==> config.mk <==
export PLATFORM = sky130hd
export DESIGN_NAME = touch_tap_hold_detector_unit
export DESIGN_NICKNAME = d
export VERILOG_FILES = /design/src/design/tthd_pkg.sv /design/src/design/tthd_core.sv /design/src/design/tthd_fifo.sv /design/src/design/touch_tap_hold_detector_unit.sv
export SDC_FILE = /design/constraint.sdc
export NUM_CORES = 1
export LEC_CHECK = 0
export ABC_AREA = 1
export ABC_CLOCK_PERIOD_IN_PS = 8420
export BUFFER_PORTS_ARGS = -buffer_cell sky130_fd_sc_hd__buf_2
export CAP_MARGIN = 20
export CORE_MARGIN = 2
export CORE_UTILIZATION = 30
export CTS_CLUSTER_DIAMETER = 40
export DETAILED_ROUTE_END_ITERATION = 7
export MAX_ROUTING_LAYER = met4
export PLACE_DENSITY = 0.52
export SYNTH_ARGS = -nofsm -noshare
export SYNTH_HDL_FRONTEND = slang
export SYNTH_SLANG_ARGS = --single-unit
==> constraint.sdc <==
create_clock -name clk -period 8.42 [get_ports clk]
set_input_delay 1.684 -clock clk [delete_from_list [all_inputs] [get_ports clk]]
set_output_delay 1.684 -clock clk [all_outputs]
set_load 0.02 [all_outputs]
==> src/design/tthd_pkg.sv <==
package tthd_pkg;

  localparam int unsigned FIFO_DEPTH = 4;

  localparam logic [1:0] EV_DOWN = 2'd0;
  localparam logic [1:0] EV_UP   = 2'd1;
  localparam logic [1:0] EV_HOLD = 2'd2;
  localparam logic [1:0] EV_TAP  = 2'd3;

  localparam logic [7:0] CFG_TAP_MAX  = 8'd0;
  localparam logic [7:0] CFG_TAP_GAP  = 8'd1;
  localparam logic [7:0] CFG_HOLD     = 8'd2;
  localparam logic [7:0] CFG_WATCH_EN = 8'd3;

  localparam logic [15:0] RST_TAP_MAX = 16'd40;
  localparam logic [15:0] RST_TAP_GAP = 16'd30;
  localparam logic [15:0] RST_HOLD    = 16'd80;

  typedef struct packed {
    logic [1:0] event_kind;
    logic [7:0] tap_count;
    logic       match_request;
    logic       last_event;
  } evt_t;

  typedef struct packed {
    logic [1:0] push_n;
    evt_t       ev0;
    evt_t       ev1;
  } push_t;

endpackage

==> src/design/tthd_core.sv <==
module tthd_core (
  input  logic              clk,
  input  logic              rst_n,
  input  logic              fire,
  input  logic              touch,
  input  logic              cfg_we,
  input  logic [7:0]        cfg_index,
  input  logic [15:0]       cfg_data,
  output tthd_pkg::push_t   push
);

  logic [15:0] tap_max_r, tap_gap_r, hold_r;
  logic        watch_r;

  logic        prev_r, prev_nxt;
  logic [15:0] press_r, press_nxt;
  logic        hold_rep_r, hold_rep_nxt;
  logic [7:0]  taps_r, taps_nxt;
  logic [15:0] gap_r, gap_nxt;

  logic        rise, fall, prim, tap_ev;
  tthd_pkg::evt_t prim_ev, tap_e;

  always_comb begin
    press_nxt    = (press_r == 16'hFFFF) ? press_r : press_r + 16'd1;
    gap_nxt      = (gap_r == 16'hFFFF) ? gap_r : gap_r + 16'd1;
    hold_rep_nxt = hold_rep_r;
    taps_nxt     = taps_r;
    prev_nxt     = touch;
    rise         = touch & ~prev_r;
    fall         = ~touch & prev_r;
    prim         = 1'b0;
    prim_ev      = '0;
    if (rise) begin
      press_nxt     = 16'd0;
      hold_rep_nxt  = 1'b0;
      prim          = 1'b1;
      prim_ev.event_kind    = tthd_pkg::EV_DOWN;
      prim_ev.match_request = watch_r;
    end else if (fall) begin
      prim               = 1'b1;
      prim_ev.event_kind = tthd_pkg::EV_UP;
      if (!hold_rep_r && press_nxt < tap_max_r) begin
        if (taps_r != 8'hFF) taps_nxt = taps_r + 8'd1;
        gap_nxt = 16'd0;
      end
    end else if (touch && !hold_rep_r && press_nxt >= hold_r) begin
      hold_rep_nxt       = 1'b1;
      taps_nxt           = 8'd0;
      prim               = 1'b1;
      prim_ev.event_kind = tthd_pkg::EV_HOLD;
    end
    tap_ev = (taps_nxt != 8'd0) && !touch && (gap_nxt >= tap_gap_r);
    tap_e  = '0;
    tap_e.event_kind = tthd_pkg::EV_TAP;
    tap_e.tap_count  = taps_nxt;
    tap_e.last_event = 1'b1;
    if (tap_ev) taps_nxt = 8'd0;

    push = '0;
    if (prim) begin
      push.ev0 = prim_ev;
      push.ev0.last_event = ~tap_ev;
      push.ev1 = tap_e;
      push.push_n = tap_ev ? 2'd2 : 2'd1;
    end else if (tap_ev) begin
      push.ev0    = tap_e;
      push.push_n = 2'd1;
    end
    if (!fire) push.push_n = 2'd0;
  end

  always_ff @(posedge clk) begin
    if (!rst_n) begin
      tap_max_r  <= tthd_pkg::RST_TAP_MAX;
      tap_gap_r  <= tthd_pkg::RST_TAP_GAP;
      hold_r     <= tthd_pkg::RST_HOLD;
      watch_r    <= 1'b0;
      prev_r     <= 1'b0;
      press_r    <= 16'd0;
      hold_rep_r <= 1'b0;
      taps_r     <= 8'd0;
      gap_r      <= 16'd0;
    end else begin
      if (cfg_we) begin
        case (cfg_index)
          tthd_pkg::CFG_TAP_MAX:  tap_max_r <= cfg_data;
          tthd_pkg::CFG_TAP_GAP:  tap_gap_r <= cfg_data;
          tthd_pkg::CFG_HOLD:     hold_r    <= cfg_data;
          tthd_pkg::CFG_WATCH_EN: watch_r   <= cfg_data[0];
          default: ;
        endcase
      end
      if (fire) begin
        prev_r     <= prev_nxt;
        press_r    <= press_nxt;
        hold_rep_r <= hold_rep_nxt;
        taps_r     <= taps_nxt;
        gap_r      <= gap_nxt;
      end
    end
  end

endmodule

==> src/design/tthd_fifo.sv <==
module tthd_fifo #(
  parameter int unsigned DEPTH = tthd_pkg::FIFO_DEPTH
) (
  input  logic            clk,
  input  logic            rst_n,
  input  tthd_pkg::push_t push,
  output logic            room,
  output logic            out_valid,
  input  logic            out_stall,
  output tthd_pkg::evt_t  head
);

  localparam int unsigned PW = (DEPTH > 1) ? $clog2(DEPTH) : 1;
  localparam int unsigned CW = $clog2(DEPTH + 1);

  tthd_pkg::evt_t mem [DEPTH];
  logic [PW-1:0]  wr_r, wr_nxt, wr1, rd_r, rd_nxt;
  logic [CW-1:0]  cnt_r, cnt_nxt;
  logic           pop;

  function automatic logic [PW-1:0] step(input logic [PW-1:0] p);
    return (p == PW'(DEPTH - 1)) ? '0 : p + PW'(1);
  endfunction

  always_comb begin
    pop     = out_valid & ~out_stall;
    wr1     = step(wr_r);
    wr_nxt  = (push.push_n == 2'd2) ? step(wr1) : (push.push_n == 2'd1) ? wr1 : wr_r;
    rd_nxt  = pop ? step(rd_r) : rd_r;
    cnt_nxt = cnt_r + CW'(push.push_n) - CW'(pop);
  end

  assign out_valid = (cnt_r != '0);
  assign room      = (cnt_r <= CW'(DEPTH - 2));
  assign head      = mem[rd_r];

  always_ff @(posedge clk) begin
    if (push.push_n != 2'd0) mem[wr_r] <= push.ev0;
    if (push.push_n == 2'd2) mem[wr1]  <= push.ev1;
  end

  always_ff @(posedge clk) begin
    if (!rst_n) begin
      wr_r  <= '0;
      rd_r  <= '0;
      cnt_r <= '0;
    end else begin
      wr_r  <= wr_nxt;
      rd_r  <= rd_nxt;
      cnt_r <= cnt_nxt;
    end
  end

endmodule

==> src/design/touch_tap_hold_detector_unit.sv <==
// A tick's results are written into the result queue when the tick is transferred in.
// Throughput: one tick per cycle while the queue has room; a tick yields zero, one or two results,
// drained one per cycle, unless out_stall holds them, through a result queue of FIFO_DEPTH entries.
// Input stalls while the queue lacks room for two results.
// Reset (rst_n low, synchronous) restores register defaults, clears state and empties the queue.
module touch_tap_hold_detector_unit #(
  parameter int unsigned FIFO_DEPTH = tthd_pkg::FIFO_DEPTH
) (
  input  logic        clk,
  input  logic        rst_n,
  input  logic        in_valid,
  output logic        in_stall,
  input  logic        in_touch,
  output logic        out_valid,
  input  logic        out_stall,
  output logic [1:0]  out_event_kind,
  output logic [7:0]  out_tap_count,
  output logic        out_match_request,
  output logic        out_last_event,
  input  logic        cfg_valid,
  output logic        cfg_ready,
  input  logic [7:0]  cfg_index,
  input  logic [15:0] cfg_data
);

  tthd_pkg::push_t push;
  tthd_pkg::evt_t  head;
  logic            room, fire;

  assign cfg_ready = 1'b1;
  assign in_stall  = ~room;
  assign fire      = in_valid & room;

  tthd_core u_core (
    .clk          (clk),
    .rst_n        (rst_n),
    .fire         (fire),
    .touch        (in_touch),
    .cfg_we       (cfg_valid & cfg_ready),
    .cfg_index    (cfg_index),
    .cfg_data     (cfg_data),
    .push         (push)
  );

  tthd_fifo #(.DEPTH(FIFO_DEPTH)) u_fifo (
    .clk      (clk),
    .rst_n    (rst_n),
    .push     (push),
    .room     (room),
    .out_valid(out_valid),
    .out_stall(out_stall),
    .head     (head)
  );

  assign out_event_kind    = head.event_kind;
  assign out_tap_count     = head.tap_count;
  assign out_match_request = head.match_request;
  assign out_last_event    = head.last_event;

endmodule

==> results_dict.tcl <==
set metrics [dict create \
    fill_cells 2934 \
    fin_crit_ns 7.60 \
    worstHoldStart "u_core.tap_max_r[4]" \
    final-setup-viol-count 0 \
    syn_avg_cell_area_sq_um 7.59 \
    grt_pass1_wl_um 35200 \
    met2_usage_pct 25.6 \
    dr_total_vias 7263 \
    whs_endpoint "u_core.tap_max_r[4]" \
    cts_hold_buf 0 \
    synthFlopType "dfxtp_1" \
    crit_fanout 8 \
    synth_cell_types 47 \
    firstDrtPassIters 5 \
    gp_congestion 0.819 \
    crit_arrival_ns 7.87 \
    crit_path_end_kind "flop" \
    area_delta_synth_final_pct 13.8 \
    yosysTopAreaCellShare_pct 24.5 \
    drc_errors 0 \
    crit_top_cell "nand2_1" \
    cts_sinks 148 \
    hp-class "reg2reg" \
    min_path_cells 2 \
    worst_ep_required_time_ns 8.69 \
    port_buffers 43 \
    rsz0062_at_grt "no" \
    grt_start_max_net_pins 72 \
    cts_tree "yes" \
    critical_path_class "reg2reg" \
    power.leakage_nw 4.08 \
    relSlewSlack_pct 31.5 \
    busiest_layer "met2" \
    finalClockSkew_ns 0.0153 \
    drt-wirelength-per-cell_um 13.7 \
    rrSetupSlack_ns 0.82 \
    reg2reg_depth 42 \
    die_w_um 172 \
    pwr-share-seq_pct 38.6 \
    final_antenna_net_count 0 \
    critical_path.slowest_cell "dfxtp_1" \
    synth_edf_count 44 \
    hold_viol_final 0 \
    switching_share_pct 35.9 \
    synth-seq-area-share_pct 40.0 \
    worst_pin_slew_ns 1.02 \
    drt_wl_total_um 21000 \
    grt_util_all_layers_pct 15.3 \
    final_common_cell "nand2_1" \
    worstReg2RegEnd "u_fifo.mem[3][2]" \
    start_util_pct 30.5 \
    async_reset_ff_share_pct 0 \
    hold_ws_ns 0.467 \
    gr-total-overflow 0 \
    yosysWarnings 0 \
    antennaDiodeCount 0 \
    cp-start-kind "flop" \
    netlist_instances 1121 \
    slowest_delay_ns 0.35 \
    ir_drop_uv 98.8 \
    met1_usage_pct 19.4 \
    htree_num_levels 4 \
    drv_cap 0 \
    pwr-share-clk_pct 34.5 \
    ys_ff_latch 148 \
    p_int_mw 1.45 \
    num-nets-final 1242 \
    vias_per_cell 4.72 \
    grt_use_met3_pct 2.61 \
    fmax_ghz 0.132 \
    power_density_nw_per_um2 234 \
    die_y_um 172 \
    outcome "completed" \
    clk_pin_slew_ns 0.06 \
    fin_crit_sh_pct 90.3 \
    cts_root_buf "clkbuf_16" \
    yosys.area.top_type "dfxtp_1" \
    critPathBufInv 6 \
    comb_power_share_pct 26.9 \
    synthesis.nets 1215 \
    syn-cell-area_sq_um 8500 \
    switching_power_uw 813 \
    crit-reg2reg-launch "u_core.press_r[0]" \
    slew_viol_final 0 \
    clkLatencyLatePin_ns 0.43 \
    drtIter0Drc 490 \
    mostFrequentLayoutCells "nand2_1, inv_1, a21oi_1, dfxtp_1, o21ai_0" \
    clockBufferDepth 2 \
    design.portCount 45 \
    hpwl_um 15400 \
    setup-tns-final_ns 0 \
    drive_gt1_share_pct 10.1 \
    numCtsBuffers 17 \
    core_area_sq_um 27900 \
    ys_top_cells_by_area "dfxtp_1, edfxtp_1, ha_1, nand2_1, a21oi_1" \
    cp_top_family "simple AND/OR/NAND/NOR gates" \
    die-area_sq_um 29700 \
    antenna_found_initial 0 \
    rows 61 \
    grt_pass1_vias 7056 \
]
==> cell usage after synthesis (2+ instances only) <==
cell      count
a211oi_1      2
a21oi_1     149
a31oi_1       5
and2_1        2
buf_6         2
clkbuf_1     37
clkinv_1      2
dfxtp_1     104
edfxtp_1     44
ha_1         63
inv_1       153
inv_2         4
nand2_1     209
nand2_2       8
nand2_4       2
nand2_8       2
nand3_1      35
nand3_2       4
nand4_1      11
nand4_4       4
nor2_1       93
nor2_2        4
nor2_4        2
nor3_1       16
nor4_1        3
o211ai_1      9
o21ai_0      99
o22ai_1      12
xnor2_1      11
xor2_1       13
==> how the worst max path moves through the flow <==
stage                            from               end  cells after the start
finish              u_core.press_r[0]  u_fifo.mem[3][2]                     42
global placement    u_core.press_r[0]  u_fifo.mem[2][3]                     43
global route        u_core.press_r[0]  u_fifo.mem[3][5]                     42
CTS                 u_core.press_r[0]  u_fifo.mem[2][4]                     43
floorplan           u_core.press_r[0]  u_fifo.mem[0][2]                     44
detailed placement  u_core.press_r[0]  u_fifo.mem[2][4]                     43
==> power by group through the flow <==
stage	Sequential [mW]	Combinational (mW)	Clock (mW)
after floorplan	0.862	0.460	0
after global placement	0.892	0.607	0
after detailed placement	0.891	0.613	0
after CTS	0.875	0.615	0.800
after global routing	0.887	0.698	0.836
final	0.875	0.609	0.782
==> cell type report <==
type / instances / area (sq um) / share of cell area [%]
clock buffers: 17 / 425 / 4.39
flip-flops and latches: 148 / 3400 / 35.2
repair buffers: 50 / 275 / 2.84
clock inverters: 15 / 171 / 1.77
multi-input cells: 772 / 4330 / 44.7
inverters: 159 / 604 / 6.24
well taps: 378 / 473 / 4.88
==> stage by stage <==
step / setup slack (ns) / power [mW] / cells / utilization, % / instance area, sq um
3_5_place_dp: 0.538 / 1.50 / 1504 / 32.5 / 9050
4_1_cts: 0.466 / 2.29 / 1536 / 34.6 / 9640
3_3_place_gp: 0.761 / 1.50 / 1504 / 32.5 / 9050
6_report: 0.819 / 2.27 / 1539 / 34.8 / 9680
5_1_grt: 0.0454 / 2.42 / 1539 / 34.8 / 9680
2_1_floorplan: 2.05 / 1.32 / 1121 / - / 8500
==> sequential cells by signal, indices dropped and copies added, names as in the netlist, 3 cells and up, named ones only <==
register / count
u_fifo.mem: 48
u_core.gap_r: 16
u_core.hold_r: 16
u_core.press_r: 16
u_core.tap_gap_r: 16
u_core.tap_max_r: 16
u_core.taps_r: 8
u_fifo.cnt_r: 3
==> logic make-up after synthesis <==
family                     after synthesis  synth area share [%]
AOI/OAI and AO/OA                      285                  17.7
xor gates and xnor gates                24                  2.47
adders and majority gates               64                  9.50
buffers and inverters                  201                  9.11
DFF                                    148                  40.0
other                                    1                0.0441
and+or+nand+nor                        398                  21.1
==> layer usage <==
| layer | wire length, um | part of all wire [%] | vias up |
|---|---|---|---|
| met3 | 608 | 2.9 | 13 |
| met2 | 9910 | 47 | 121 |
| met5 | 0 | 0 | - |
| li1 | - | - | 3771 |
| met4 | 219 | 1.0 | 0 |
| met1 | 10300 | 49 | 3358 |
==> tightest hold or removal path, stage by stage, from the launching register on <==
cell and delay (ns):
dfxtp_1 0.29, inv_1 0.07, a21oi_1 0.06
==> what timing repair did <==
| action | 4_1_cts | 5_1_grt |
|---|---|---|
| resized for setup | 0 | 3 |
| buffers inserted | 0 | 2 |
| setup endpoints to repair | 0 | 89 |
(Power assumes the default switching activity.)
